## config.mk

```make
export PLATFORM = sky130hd
export DESIGN_NAME = xoshiro256ss_generator_core
export DESIGN_NICKNAME = d
export VERILOG_FILES = /design/src/design/xsg_pkg.sv /design/src/design/xsg_csr.sv /design/src/design/xsg_control.sv /design/src/design/xsg_datapath.sv /design/src/design/xoshiro256ss_generator_core.sv
export SDC_FILE = /design/constraint.sdc
export NUM_CORES = 2
export LEC_CHECK = 0
export BUFFER_PORTS_ARGS = -buffer_cell sky130_fd_sc_hd__buf_4
export CORE_ASPECT_RATIO = 1.5
export CORE_MARGIN = 1
export CORE_UTILIZATION = 46
export DETAILED_ROUTE_END_ITERATION = 6
export GPL_TIMING_DRIVEN = 0
export SKIP_CTS_REPAIR_TIMING = 1
export SLEW_MARGIN = 20
export SYNTH_ARGS = -nofsm -noshare
export SYNTH_HDL_FRONTEND = slang
export SYNTH_SLANG_ARGS = --single-unit
```

## constraint.sdc

```tcl
create_clock -name clock -period 13 [get_ports clock]
set_input_delay 2.6 -clock clock [delete_from_list [all_inputs] [get_ports clock]]
set_output_delay 2.6 -clock clock [all_outputs]
set_load 0.02 [all_outputs]
```

## src/design/xsg_pkg.sv

```systemverilog
`timescale 1ns / 1ps
// ----------------------------------------------------------------------------
// xsg_pkg
// Shared constants, codes and controller/datapath command types for the
// xoshiro256** generator core.
// ----------------------------------------------------------------------------
package xsg_pkg;

   localparam int WORD_WIDTH       = 64;
   localparam int HALF_WIDTH       = 32;
   localparam int WORD_COUNT       = 4;
   localparam int WORD_INDEX_WIDTH = 2;
   localparam int OP_WIDTH         = 2;
   localparam int BOUND_WIDTH      = 32;
   localparam int CSR_ADDR_WIDTH   = 4;
   localparam int CSR_DATA_WIDTH   = 64;
   localparam int CSR_INDEX_BIT    = 3;

   localparam logic CSR_SEED_INDEX = 1'b0;

   localparam logic [WORD_WIDTH-1:0] GOLDEN_GAMMA = 64'h9E37_79B9_7F4A_7C15;
   localparam logic [WORD_WIDTH-1:0] MIX_MUL_A    = 64'hBF58_476D_1CE4_E5B9;
   localparam logic [WORD_WIDTH-1:0] MIX_MUL_B    = 64'h94D0_49BB_1331_11EB;

   typedef enum logic [OP_WIDTH-1:0] {
      OP_RESEED  = 2'd0,
      OP_DRAW64  = 2'd1,
      OP_DRAW32  = 2'd2,
      OP_BOUNDED = 2'd3
   } op_type;

   typedef enum logic [1:0] {
      MUL_LL    = 2'd0,
      MUL_LH    = 2'd1,
      MUL_HL    = 2'd2,
      MUL_BOUND = 2'd3
   } mul_src_type;

   typedef struct packed {
      logic                        item_load;
      logic                        acc_init;
      logic                        acc_zero;
      logic                        mix_add;
      logic                        mul_en;
      mul_src_type                 mul_src;
      logic                        const_b;
      logic                        prod_load;
      logic                        prod_add;
      logic                        mix_xor;
      logic                        mix_store;
      logic [WORD_INDEX_WIDTH-1:0] word_idx;
      logic                        fix_zero;
      logic                        advance;
      logic                        scramble;
      logic                        rsp_load;
   } xsg_cmd_type;

   typedef struct packed {
      op_type op;
      logic   out_busy;
   } xsg_status_type;

endpackage

```

## src/design/xsg_csr.sv

```systemverilog
`timescale 1ns / 1ps
// ----------------------------------------------------------------------------
// xsg_csr
// APB-style register file holding the seed register.
// ----------------------------------------------------------------------------
module xsg_csr (
   input  logic                                 clock,
   input  logic                                 reset,
   input  logic                                 psel,
   input  logic                                 penable,
   input  logic                                 pwrite,
   input  logic [xsg_pkg::CSR_ADDR_WIDTH-1:0]   paddr,
   input  logic [xsg_pkg::CSR_DATA_WIDTH-1:0]   pwdata,
   output logic [xsg_pkg::CSR_DATA_WIDTH-1:0]   prdata,
   output logic                                 pready,
   output logic [xsg_pkg::WORD_WIDTH-1:0]       seed_value
);
   import xsg_pkg::*;

   logic [WORD_WIDTH-1:0] seed_ff;
   logic [WORD_WIDTH-1:0] seed_in;
   logic                  seed_sel;

   assign seed_sel = (paddr[CSR_INDEX_BIT] == CSR_SEED_INDEX);

   always_comb begin
      seed_in = seed_ff;
      if (psel && penable && pwrite && seed_sel) begin
         seed_in = pwdata;
      end
   end

   always_ff @(posedge clock) begin
      if (reset) begin
         seed_ff <= '0;
      end else begin
         seed_ff <= seed_in;
      end
   end

   assign prdata     = seed_sel ? seed_ff : '0;
   assign pready     = 1'b1;
   assign seed_value = seed_ff;

endmodule

```

## src/design/xsg_control.sv

```systemverilog
`timescale 1ns / 1ps
// ----------------------------------------------------------------------------
// xsg_control
// Sequencer for reseed expansion, draws and result hand-off.
// ----------------------------------------------------------------------------
module xsg_control (
   input  logic                            clock,
   input  logic                            reset,
   input  logic                            req_valid,
   input  logic [xsg_pkg::OP_WIDTH-1:0]    req_operation,
   output logic                            req_ready,
   input  xsg_pkg::xsg_status_type         status,
   output xsg_pkg::xsg_cmd_type            cmd
);
   import xsg_pkg::*;

   typedef enum logic [3:0] {
      ST_BOOT,
      ST_IDLE,
      ST_MIX_ADD,
      ST_MUL_LL,
      ST_MUL_LH,
      ST_MUL_HL,
      ST_MUL_ACC,
      ST_MIX_XOR,
      ST_MIX_STORE,
      ST_FIX_ZERO,
      ST_DRAW,
      ST_SCRAMBLE,
      ST_BOUND_MUL,
      ST_FINISH
   } state_type;

   state_type                   state_ff, state_in;
   logic [WORD_INDEX_WIDTH-1:0] idx_ff, idx_in;
   logic                        half_ff, half_in;
   logic                        boot_ff, boot_in;
   logic                        accept;

   assign req_ready = (state_ff == ST_IDLE);
   assign accept    = req_valid && req_ready;

   always_comb begin
      state_in = state_ff;
      idx_in   = idx_ff;
      half_in  = half_ff;
      boot_in  = boot_ff;
      cmd      = '0;
      cmd.word_idx = idx_ff;
      cmd.const_b  = half_ff;
      case (state_ff)
         ST_BOOT: begin
            cmd.acc_init = 1'b1;
            cmd.acc_zero = 1'b1;
            idx_in   = '0;
            half_in  = 1'b0;
            boot_in  = 1'b1;
            state_in = ST_MIX_ADD;
         end
         ST_IDLE: begin
            if (accept) begin
               cmd.item_load = 1'b1;
               if (op_type'(req_operation) == OP_RESEED) begin
                  cmd.acc_init = 1'b1;
                  idx_in   = '0;
                  half_in  = 1'b0;
                  state_in = ST_MIX_ADD;
               end else begin
                  state_in = ST_DRAW;
               end
            end
         end
         ST_MIX_ADD: begin
            cmd.mix_add = 1'b1;
            state_in    = ST_MUL_LL;
         end
         ST_MUL_LL: begin
            cmd.mul_en  = 1'b1;
            cmd.mul_src = MUL_LL;
            state_in    = ST_MUL_LH;
         end
         ST_MUL_LH: begin
            cmd.mul_en    = 1'b1;
            cmd.mul_src   = MUL_LH;
            cmd.prod_load = 1'b1;
            state_in      = ST_MUL_HL;
         end
         ST_MUL_HL: begin
            cmd.mul_en   = 1'b1;
            cmd.mul_src  = MUL_HL;
            cmd.prod_add = 1'b1;
            state_in     = ST_MUL_ACC;
         end
         ST_MUL_ACC: begin
            cmd.prod_add = 1'b1;
            state_in     = half_ff ? ST_MIX_STORE : ST_MIX_XOR;
         end
         ST_MIX_XOR: begin
            cmd.mix_xor = 1'b1;
            half_in     = 1'b1;
            state_in    = ST_MUL_LL;
         end
         ST_MIX_STORE: begin
            cmd.mix_store = 1'b1;
            half_in       = 1'b0;
            idx_in        = idx_ff + 1'b1;
            if (idx_ff == WORD_INDEX_WIDTH'(WORD_COUNT - 1)) begin
               state_in = ST_FIX_ZERO;
            end else begin
               state_in = ST_MIX_ADD;
            end
         end
         ST_FIX_ZERO: begin
            cmd.fix_zero = 1'b1;
            boot_in      = 1'b0;
            state_in     = boot_ff ? ST_IDLE : ST_FINISH;
         end
         ST_DRAW: begin
            cmd.advance = 1'b1;
            state_in    = ST_SCRAMBLE;
         end
         ST_SCRAMBLE: begin
            cmd.scramble = 1'b1;
            state_in     = (status.op == OP_BOUNDED) ? ST_BOUND_MUL : ST_FINISH;
         end
         ST_BOUND_MUL: begin
            cmd.mul_en  = 1'b1;
            cmd.mul_src = MUL_BOUND;
            state_in    = ST_FINISH;
         end
         ST_FINISH: begin
            if (!status.out_busy) begin
               cmd.rsp_load = 1'b1;
               state_in     = ST_IDLE;
            end
         end
         default: begin
            state_in = ST_BOOT;
         end
      endcase
   end

   always_ff @(posedge clock) begin
      if (reset) begin
         state_ff <= ST_BOOT;
         idx_ff   <= '0;
         half_ff  <= 1'b0;
         boot_ff  <= 1'b1;
      end else begin
         state_ff <= state_in;
         idx_ff   <= idx_in;
         half_ff  <= half_in;
         boot_ff  <= boot_in;
      end
   end

endmodule

```

## src/design/xsg_datapath.sv

```systemverilog
`timescale 1ns / 1ps
// ----------------------------------------------------------------------------
// xsg_datapath
// Generator state, splitmix64 expansion with a shared 32x32 multiplier,
// scrambler, bounded multiply and result register.
// ----------------------------------------------------------------------------
module xsg_datapath (
   input  logic                               clock,
   input  logic                               reset,
   input  xsg_pkg::xsg_cmd_type               cmd,
   output xsg_pkg::xsg_status_type            status,
   input  logic [xsg_pkg::OP_WIDTH-1:0]       req_operation,
   input  logic [xsg_pkg::BOUND_WIDTH-1:0]    req_bound,
   input  logic [xsg_pkg::WORD_WIDTH-1:0]     seed_value,
   output logic                               rsp_valid,
   input  logic                               rsp_ready,
   output logic [xsg_pkg::WORD_WIDTH-1:0]     rsp_value
);
   import xsg_pkg::*;

   function automatic logic [WORD_WIDTH-1:0] rotl64(input logic [WORD_WIDTH-1:0] w,
                                                    input int unsigned r);
      rotl64 = (w << r) | (w >> (WORD_WIDTH - r));
   endfunction

   logic [WORD_COUNT-1:0][WORD_WIDTH-1:0] state_ff, state_in;
   logic [WORD_WIDTH-1:0]   acc_ff, acc_in;
   logic [WORD_WIDTH-1:0]   z_ff, z_in;
   logic [WORD_WIDTH-1:0]   m_ff, m_in;
   logic [WORD_WIDTH-1:0]   p_ff, p_in;
   op_type                  op_ff, op_in;
   logic [BOUND_WIDTH-1:0]  bound_ff, bound_in;
   logic                    rsp_valid_ff, rsp_valid_in;
   logic [WORD_WIDTH-1:0]   rsp_value_ff, rsp_value_in;

   logic [WORD_WIDTH-1:0]   mul_const;
   logic [HALF_WIDTH-1:0]   mul_a, mul_b;
   logic [WORD_WIDTH-1:0]   acc_sum;
   logic [WORD_WIDTH-1:0]   s1_x5;
   logic [WORD_WIDTH-1:0]   adv_t, adv_n0, adv_n1, adv_n2, adv_n3;

   assign mul_const = cmd.const_b ? MIX_MUL_B : MIX_MUL_A;

   always_comb begin
      case (cmd.mul_src)
         MUL_LL: begin
            mul_a = z_ff[HALF_WIDTH-1:0];
            mul_b = mul_const[HALF_WIDTH-1:0];
         end
         MUL_LH: begin
            mul_a = z_ff[HALF_WIDTH-1:0];
            mul_b = mul_const[WORD_WIDTH-1:HALF_WIDTH];
         end
         MUL_HL: begin
            mul_a = z_ff[WORD_WIDTH-1:HALF_WIDTH];
            mul_b = mul_const[HALF_WIDTH-1:0];
         end
         MUL_BOUND: begin
            mul_a = m_ff[WORD_WIDTH-1:HALF_WIDTH];
            mul_b = bound_ff;
         end
         default: begin
            mul_a = '0;
            mul_b = '0;
         end
      endcase
   end

   assign acc_sum = acc_ff + GOLDEN_GAMMA;
   assign s1_x5   = state_ff[1] + (state_ff[1] << 2);
   assign adv_t   = state_ff[1] << 17;
   assign adv_n2  = state_ff[2] ^ state_ff[0];
   assign adv_n3  = state_ff[3] ^ state_ff[1];
   assign adv_n1  = state_ff[1] ^ adv_n2;
   assign adv_n0  = state_ff[0] ^ adv_n3;

   always_comb begin
      state_in     = state_ff;
      acc_in       = acc_ff;
      z_in         = z_ff;
      m_in         = m_ff;
      p_in         = p_ff;
      op_in        = op_ff;
      bound_in     = bound_ff;
      rsp_value_in = rsp_value_ff;
      rsp_valid_in = rsp_valid_ff;

      if (cmd.item_load) begin
         op_in    = op_type'(req_operation);
         bound_in = req_bound;
      end
      if (cmd.acc_init) begin
         acc_in = cmd.acc_zero ? '0 : seed_value;
      end
      if (cmd.mix_add) begin
         acc_in = acc_sum;
         z_in   = acc_sum ^ (acc_sum >> 30);
      end
      if (cmd.mix_xor) begin
         z_in = m_ff ^ (m_ff >> 27);
      end
      if (cmd.mul_en) begin
         p_in = {{HALF_WIDTH{1'b0}}, mul_a} * {{HALF_WIDTH{1'b0}}, mul_b};
      end
      if (cmd.prod_load) begin
         m_in = p_ff;
      end
      if (cmd.prod_add) begin
         m_in = {m_ff[WORD_WIDTH-1:HALF_WIDTH] + p_ff[HALF_WIDTH-1:0],
                 m_ff[HALF_WIDTH-1:0]};
      end
      if (cmd.mix_store) begin
         state_in[cmd.word_idx] = m_ff ^ (m_ff >> 31);
      end
      if (cmd.fix_zero) begin
         if ((state_ff[0] | state_ff[1] | state_ff[2] | state_ff[3]) == '0) begin
            state_in[0] = GOLDEN_GAMMA;
         end
      end
      if (cmd.advance) begin
         z_in        = rotl64(s1_x5, 7);
         state_in[0] = adv_n0;
         state_in[1] = adv_n1;
         state_in[2] = adv_n2 ^ adv_t;
         state_in[3] = rotl64(adv_n3, 45);
      end
      if (cmd.scramble) begin
         m_in = z_ff + (z_ff << 3);
      end

      if (cmd.rsp_load) begin
         rsp_valid_in = 1'b1;
         case (op_ff)
            OP_RESEED:  rsp_value_in = '0;
            OP_DRAW64:  rsp_value_in = m_ff;
            OP_DRAW32:  rsp_value_in = {{HALF_WIDTH{1'b0}}, m_ff[WORD_WIDTH-1:HALF_WIDTH]};
            OP_BOUNDED: rsp_value_in = {{HALF_WIDTH{1'b0}}, p_ff[WORD_WIDTH-1:HALF_WIDTH]};
            default:    rsp_value_in = '0;
         endcase
      end else if (rsp_ready) begin
         rsp_valid_in = 1'b0;
      end
   end

   always_ff @(posedge clock) begin
      if (reset) begin
         rsp_valid_ff <= 1'b0;
      end else begin
         rsp_valid_ff <= rsp_valid_in;
      end
      state_ff     <= state_in;
      acc_ff       <= acc_in;
      z_ff         <= z_in;
      m_ff         <= m_in;
      p_ff         <= p_in;
      op_ff        <= op_in;
      bound_ff     <= bound_in;
      rsp_value_ff <= rsp_value_in;
   end

   assign status.op       = op_ff;
   assign status.out_busy = rsp_valid_ff && !rsp_ready;
   assign rsp_valid       = rsp_valid_ff;
   assign rsp_value       = rsp_value_ff;

endmodule

```

## src/design/xoshiro256ss_generator_core.sv

```systemverilog
`timescale 1ns / 1ps
// ----------------------------------------------------------------------------
// xoshiro256ss_generator_core
// xoshiro256** generator with splitmix64 seeding and bounded draws.
// ----------------------------------------------------------------------------
// One item is in work at a time; the next is taken while a result waits on
// the output. A 64-bit or upper-32 draw runs the state update and the
// scrambler; a bounded draw makes one extra pass through the 32x32
// multiplier. In a reseed, each of the four splitmix64 steps runs two
// 64-bit constant multiplies as three partial products on the one shared
// 32x32 multiplier. After reset the block expands seed zero itself and
// holds req_ready low until done; the seed register may be written then.
module xoshiro256ss_generator_core (
   input  logic                                 clock,
   input  logic                                 reset,
   input  logic                                 req_valid,
   output logic                                 req_ready,
   input  logic [xsg_pkg::OP_WIDTH-1:0]         req_operation,
   input  logic [xsg_pkg::BOUND_WIDTH-1:0]      req_bound,
   output logic                                 rsp_valid,
   input  logic                                 rsp_ready,
   output logic [xsg_pkg::WORD_WIDTH-1:0]       rsp_value,
   input  logic                                 psel,
   input  logic                                 penable,
   input  logic                                 pwrite,
   input  logic [xsg_pkg::CSR_ADDR_WIDTH-1:0]   paddr,
   input  logic [xsg_pkg::CSR_DATA_WIDTH-1:0]   pwdata,
   output logic [xsg_pkg::CSR_DATA_WIDTH-1:0]   prdata,
   output logic                                 pready
);
   import xsg_pkg::*;

   logic [WORD_WIDTH-1:0] seed_value;
   xsg_cmd_type           cmd;
   xsg_status_type        status;

   xsg_csr u_csr (
      .clock      (clock),
      .reset      (reset),
      .psel       (psel),
      .penable    (penable),
      .pwrite     (pwrite),
      .paddr      (paddr),
      .pwdata     (pwdata),
      .prdata     (prdata),
      .pready     (pready),
      .seed_value (seed_value)
   );

   xsg_control u_control (
      .clock         (clock),
      .reset         (reset),
      .req_valid     (req_valid),
      .req_operation (req_operation),
      .req_ready     (req_ready),
      .status        (status),
      .cmd           (cmd)
   );

   xsg_datapath u_datapath (
      .clock         (clock),
      .reset         (reset),
      .cmd           (cmd),
      .status        (status),
      .req_operation (req_operation),
      .req_bound     (req_bound),
      .seed_value    (seed_value),
      .rsp_valid     (rsp_valid),
      .rsp_ready     (rsp_ready),
      .rsp_value     (rsp_value)
   );

endmodule

```

[Word-level counts from Yosys, hierarchy flattened]
Cells that the tools add are included.
Storage, ports and cells
  input bits: 109
  latch bits: 0
  output and inout bits: 131
  bits in writable memories: 0
  word-level logic and storage cells: 148
  register bits: 683
  memory bits (read-only): 0
  memories: 0
Cells by class
  div/mod/pow operators: 0
  reduce and logical (&&, ||, !) cells: 30
  multiplexer cells: 54
  order comparisons: 2
  $mul: 1
  equality and inequality tests: 24
  $add $sub $neg: 5
  shift operators: 0
  bitwise gates (word level): 14
Operator list (number)
  2-to-1 mux 64 bit: 13
  2-to-1 mux 256 bit: 2
  bitwise XOR 64 bit: 5
  bitwise mux 256 bit: 1
  one-hot mux 64 bit (4 select lines): 1
  OR 64 bit: 3
  one-hot mux 32 bit (3 select lines): 2
  adder 64 bit: 2
  demux 64 bit (select 2 bit): 1
  adder 64 bit, second input constant: 1
  logical NOT 64 bit: 1
  multiplier 32 x 32 -> 64 bit: 1
  OR 64 x 45 -> 64 bit: 1
  OR 64 x 7 -> 64 bit: 1
  bitwise XOR 64 x 33 -> 64 bit: 1
  bitwise XOR 64 x 34 -> 64 bit: 1
  bitwise XOR 64 x 37 -> 64 bit: 1
  2-to-1 mux 62 bit: 1
  one-hot mux 4 bit (13 select lines): 1
  adder 32 bit: 1
  == test 4 bit, second input constant: 6
  2-to-1 mux 4 bit: 6
  2-to-1 mux 1 bit: 18
  == test 4 x 3 -> 1 bit, second input constant: 4
  other kinds (23): 55

[Logic depth before layout (Yosys ltp)]
  depth in word-level cells: 9
  mapped depth: 39
  depth with buffers taken out: 34

[Cells and area by module]
A second synthesis with hierarchy kept.
Second synthesis, totals
  cell total of the unflattened synthesis: 8162
  area, all modules: 75675.1 um^2
By module, submodules not included
  xsg_datapath: times used 1, area an instance 71598.7 um^2, sequential area each 17697.0 um^2, cells an instance 7709
  xsg_csr: times used 1, area an instance 3357.0 um^2, sequential area each 1281.2 um^2, cells an instance 351
  xsg_control: times used 1, area an instance 719.4 um^2, sequential area each 160.2 um^2, cells an instance 102

[Worst setup path before layout]
No wires, ideal clock.
  path kind: flip-flop to flip-flop
  start point: register u_control.state_ff[1]
  end point: register u_datapath.p_ff[63], data pin
  data required time: 12.740 ns
  stages on the path, launching flop included: 37
  setup time: 0.260 ns
  arrival: 9.088 ns
  clock period less this slack: 9.348 ns
  setup slack: 3.652 ns
  path through: dfxtp_1 > clkbuf_1 > clkinv_1 > nand2_1 > buf_2 > nor2_1 > nor2_1 > clkbuf_1 > clkbuf_1 > nand2_1 > and2_1 > clkbuf_1 > nor2_1 > fa_1 > fa_1 > fa_1 > inv_1 > fa_1 > inv_1 > fa_1 > inv_1 > fa_1 > inv_1 > fa_1 > fa_1 > ha_1 > nand3_1 > a2111o_1 > a31o_2 > a21o_1 > o31ai_2 > a41oi_1 > o221a_2 > o21ai_1 > nand2_1 > a41oi_1 > xnor2_1
On the way
  word-level cells in the longest chain between the ends: 6
RTL lines
  start: declaration: line xsg_control.sv:34  | state_type state_ff, state_in;
  start signal: assignment: line xsg_control.sv:150  | state_ff <= state_in;
  == test 4 bit (tied with other cells): line xsg_control.sv:51  | case (state_ff)
  one-hot mux 3 bit (4 select lines) *: line xsg_control.sv:51
  == test 2 x 1 -> 1 bit (tied with other cells): line xsg_datapath.sv:45  | case (cmd.mul_src)
  OR reduction 2 bit (no source line)
  one-hot mux 32 bit (3 select lines): line xsg_datapath.sv:45
  multiplier 32 x 32 -> 64 bit *: line xsg_datapath.sv:103  | p_in = {{HALF_WIDTH{1'b0}}, mul_a} * {{HALF_WIDTH{1'b0}}, mul_b};
  end signal: assignment: line xsg_datapath.sv:155  | p_ff <= p_in;
  end: declaration: line xsg_datapath.sv:30  | logic [WORD_WIDTH-1:0] p_ff, p_in;
Mark *: on every way between the ends. The rest lies on a longest branch, timed or not.
A chain may end at the register's enable or synchronous reset.

[Final worst setup path]
  start point: register u_control.state_ff[1]
  end point: register u_datapath.p_ff[56], data pin
The elaborated chain is that of the path after synthesis.

==> impl_metrics.csv <==
group,metric,value,unit
drt,wire_per_inst,35.3,um
cts,h-tree-depth,3,
cts,clk_path_buf_depth,3,
cts,clk_transition_reported_paths,60,ps
grt,grt_overflow,0,
cts,clk-insertion-delay-late,760,ps
cts,numCtsBuffers,75,
drt,dr.pass1.iters,7,
floorplanning,initial_core_util,0.464,
worst_setup_path,slowest_delay,770,ps
worst_setup_path,required,13460,ps
synth,seq_area_frac_synth,0.260,
timing,relSlewSlack,0.112,
grt,grt_max_degree,52,
worst_setup_path,cp-start-kind,"flip-flop",
synth,synth_area,73600,um^2
worst_setup_path,cp-endpoint,"u_datapath.p_ff[56]",
drt,routed_wl,370000,um
synth,synth_edf_count,546,
floorplanning,rows,179,
worst_setup_path,worstSetupPathType,"reg2reg",
drt,ant_nets,0,
synth,synth_seq_cells,683,
timing,skew,83.0,ps
placement,gp_congestion,1.15,
status,violations,"design-rule violations",
timing,max_freq,78.7,MHz
worst_setup_path,reg2reg_to,"u_datapath.p_ff[56]",
worst_setup_path,r2r_start,"u_control.state_ff[1]",
status,status,"finished, violations left",
synth,synth.distinct_cells,105,
synth,yosys_warnings,0,
grt,antenna_found_initial,22,
worst_setup_path,rr_worst_depth,35,
timing,setup_tns,0,ps
timing,fin_crit,12710,ps
timing,tightest_slew,1330,ps
final_layout,final_nets,9754,
drt,vias_per_cell,6.25,
timing,finalSetupViolations,0,
synth,syn-instance-count,7996,
floorplanning,ios,240,
floorplanning,die_y,492,um
final_layout,syn_to_final_growth,10.6,%
timing,hold_viol,0,
worst_setup_path,startpoint,"u_control.state_ff[1]",
synth,synthFlopType,"edfxtp_1",
worst_setup_path,cp_max_fo,10,
timing,report.final.slew_viol_count,0,
worst_setup_path,cp_slowest_cell,"and2_1",
final_layout,nFillCells,15237,
drt,vias,65558,
floorplanning,dieArea,162000,um^2
cts,clock-root-buffer,"clkbuf_16",
drt,drtIter0Drc,6761,
grt,grt_util_all_layers,0.459,
final_layout,layout_common_cells,"1,005 x nand2_1, 945 x inv_1, 899 x fa_1",
synth,ys_async_sr_fraction,0,
synth,syn_area_per_cell,9.20,um^2
job,maxCapViolations,0,
worst_setup_path,cp-end-kind,"flip-flop",
cts,cts_tree,"done",
grt,first_global_vias,67026,
synth,synthesis.nets,9424,
floorplanning,coreArea,159000,um^2
timing,finalCritPeriodShare,0.978,
worst_setup_path,cp.arrival,13170,ps
cts,cts_sinks,683,
timing,rsz0062_at_grt,"false",
placement,port_buffers,234,
drt,drc,57,
worst_hold_path,hold_path_class,"reg2reg",
worst_setup_path,cp_common_cell,"fa_1",
worst_setup_path,reg2reg_slack,290,ps
final_layout,layout_commonest_cell,"nand2_1",
final_layout,drive_above_1_share,0.0654,
placement,dp.final_hpwl,303000,um
floorplanning,die_w,329,um
worst_hold_path,worstHoldStart,"u_csr.seed_value[8]",
grt,grt_pass1_wl,510000,um
-- metrics by stage --
step / setup slack (ps) / instances / hold WS [ps] / area (um^2) / util
2_1_floorplan: 3650 / 7996 / 445 / 73600 / -
3_3_place_gp: 235 / 10311 / 459 / 77900 / 0.491
3_5_place_dp: 394 / 10331 / 470 / 78500 / 0.495
4_1_cts: 364 / 10471 / 478 / 81300 / 0.512
5_1_grt: 20.9 / 10474 / 495 / 81300 / 0.513
6_report: 288 / 10491 / 474 / 81400 / 0.513
-- layout make-up --
class / count / area, um^2 / area share
sequential: 683 / 19100 / 0.235
antenna: 21 / 52.6 / 0.000646
inverter: 947 / 3550 / 0.0437
clock inverter: 47 / 718 / 0.00883
tap: 2081 / 2600 / 0.0320
clock buffer: 93 / 2050 / 0.0252
timing repair buffer: 254 / 2140 / 0.0263
buffer: 452 / 1790 / 0.0220
multi-input combinational: 5913 / 49300 / 0.606
-- worst min-delay path by stage --
| stage | end | slack [ps] | cells after the start |
|---|---|---|---|
| final | u_csr.seed_value[8] | 470 | 2 |
| after global routing | u_csr.seed_value[8] | 490 | 2 |
| after CTS | u_csr.seed_value[8] | 480 | 2 |
| after detailed placement | u_csr.seed_value[8] | 470 | 2 |
| after global placement | u_csr.seed_value[7] | 460 | 2 |
| after floorplan | u_csr.seed_value[0] | 440 | 2 |
-- registers in the layout, indices dropped and copies added (netlist names) --
name / count
u_datapath.state_ff: 209
u_csr.seed_value: 64
u_datapath.acc_ff: 64
u_datapath.m_ff: 64
u_datapath.p_ff: 64
u_datapath.rsp_value: 64
u_datapath.z_ff: 64
u_datapath.adv_t: 47
u_datapath.bound_ff: 32
u_control.state_ff: 4
u_control.idx_ff: 2
u_datapath.op_ff: 2
u_control.boot_ff: 1
u_control.half_ff: 1
u_datapath.rsp_valid: 1
-- metal layers --
layer  vias to the layer above  track usage  routed length [um]
li1                      27136            -                   -
met1                     32454        0.448              112000
met2                      4241        0.746              171000
met3                      1719        0.108               31300
met4                         8        0.532               55000
met5                         -     0.000906                  73
-- kinds of logic after synthesis --
logic type / count (synthesis) / share of synthesized area
buffers and inverters: 1400 / 0.0716
flip-flops: 683 / 0.260
AND/OR/NAND/NOR: 2428 / 0.142
multiplexers: 39 / 0.00585
other: 1 / 0.0000510
XOR/XNOR: 596 / 0.0715
adder cells (fa/ha/maj): 1319 / 0.316
AO/OA/AOI/OAI: 1530 / 0.132
-- cell usage after synthesis (77+ instances only) --
library cell / count / share of area
clkbuf_1: 393 / 0.020
a21oi_1: 428 / 0.029
dfxtp_1: 137 / 0.037
nor2_1: 866 / 0.044
a21o_1: 165 / 0.017
fa_1: 899 / 0.24
xor2_1: 233 / 0.028
o21ai_0: 339 / 0.023
xnor2_1: 360 / 0.043
nand2_1: 1007 / 0.051
ha_1: 420 / 0.071
o22ai_1: 112 / 0.0095
nand3_1: 77 / 0.0052
nor2b_1: 100 / 0.0085
inv_1: 945 / 0.048
edfxtp_1: 546 / 0.22
-- worst max-delay path: cells and delay by family, from the launching register on --
kind	cells	cell delay, ps
AOI/OAI and AO/OA	9	3360
xor gates and xnor gates	1	110
adders and majority gates	9	4420
buffers and inverters	9	2480
DFF	1	310
and+or+nand+nor	7	1740
Power is left out: the tool's default activity adds up to more than one toggle a clock period on the data nets, which glitch-free logic cannot reach.
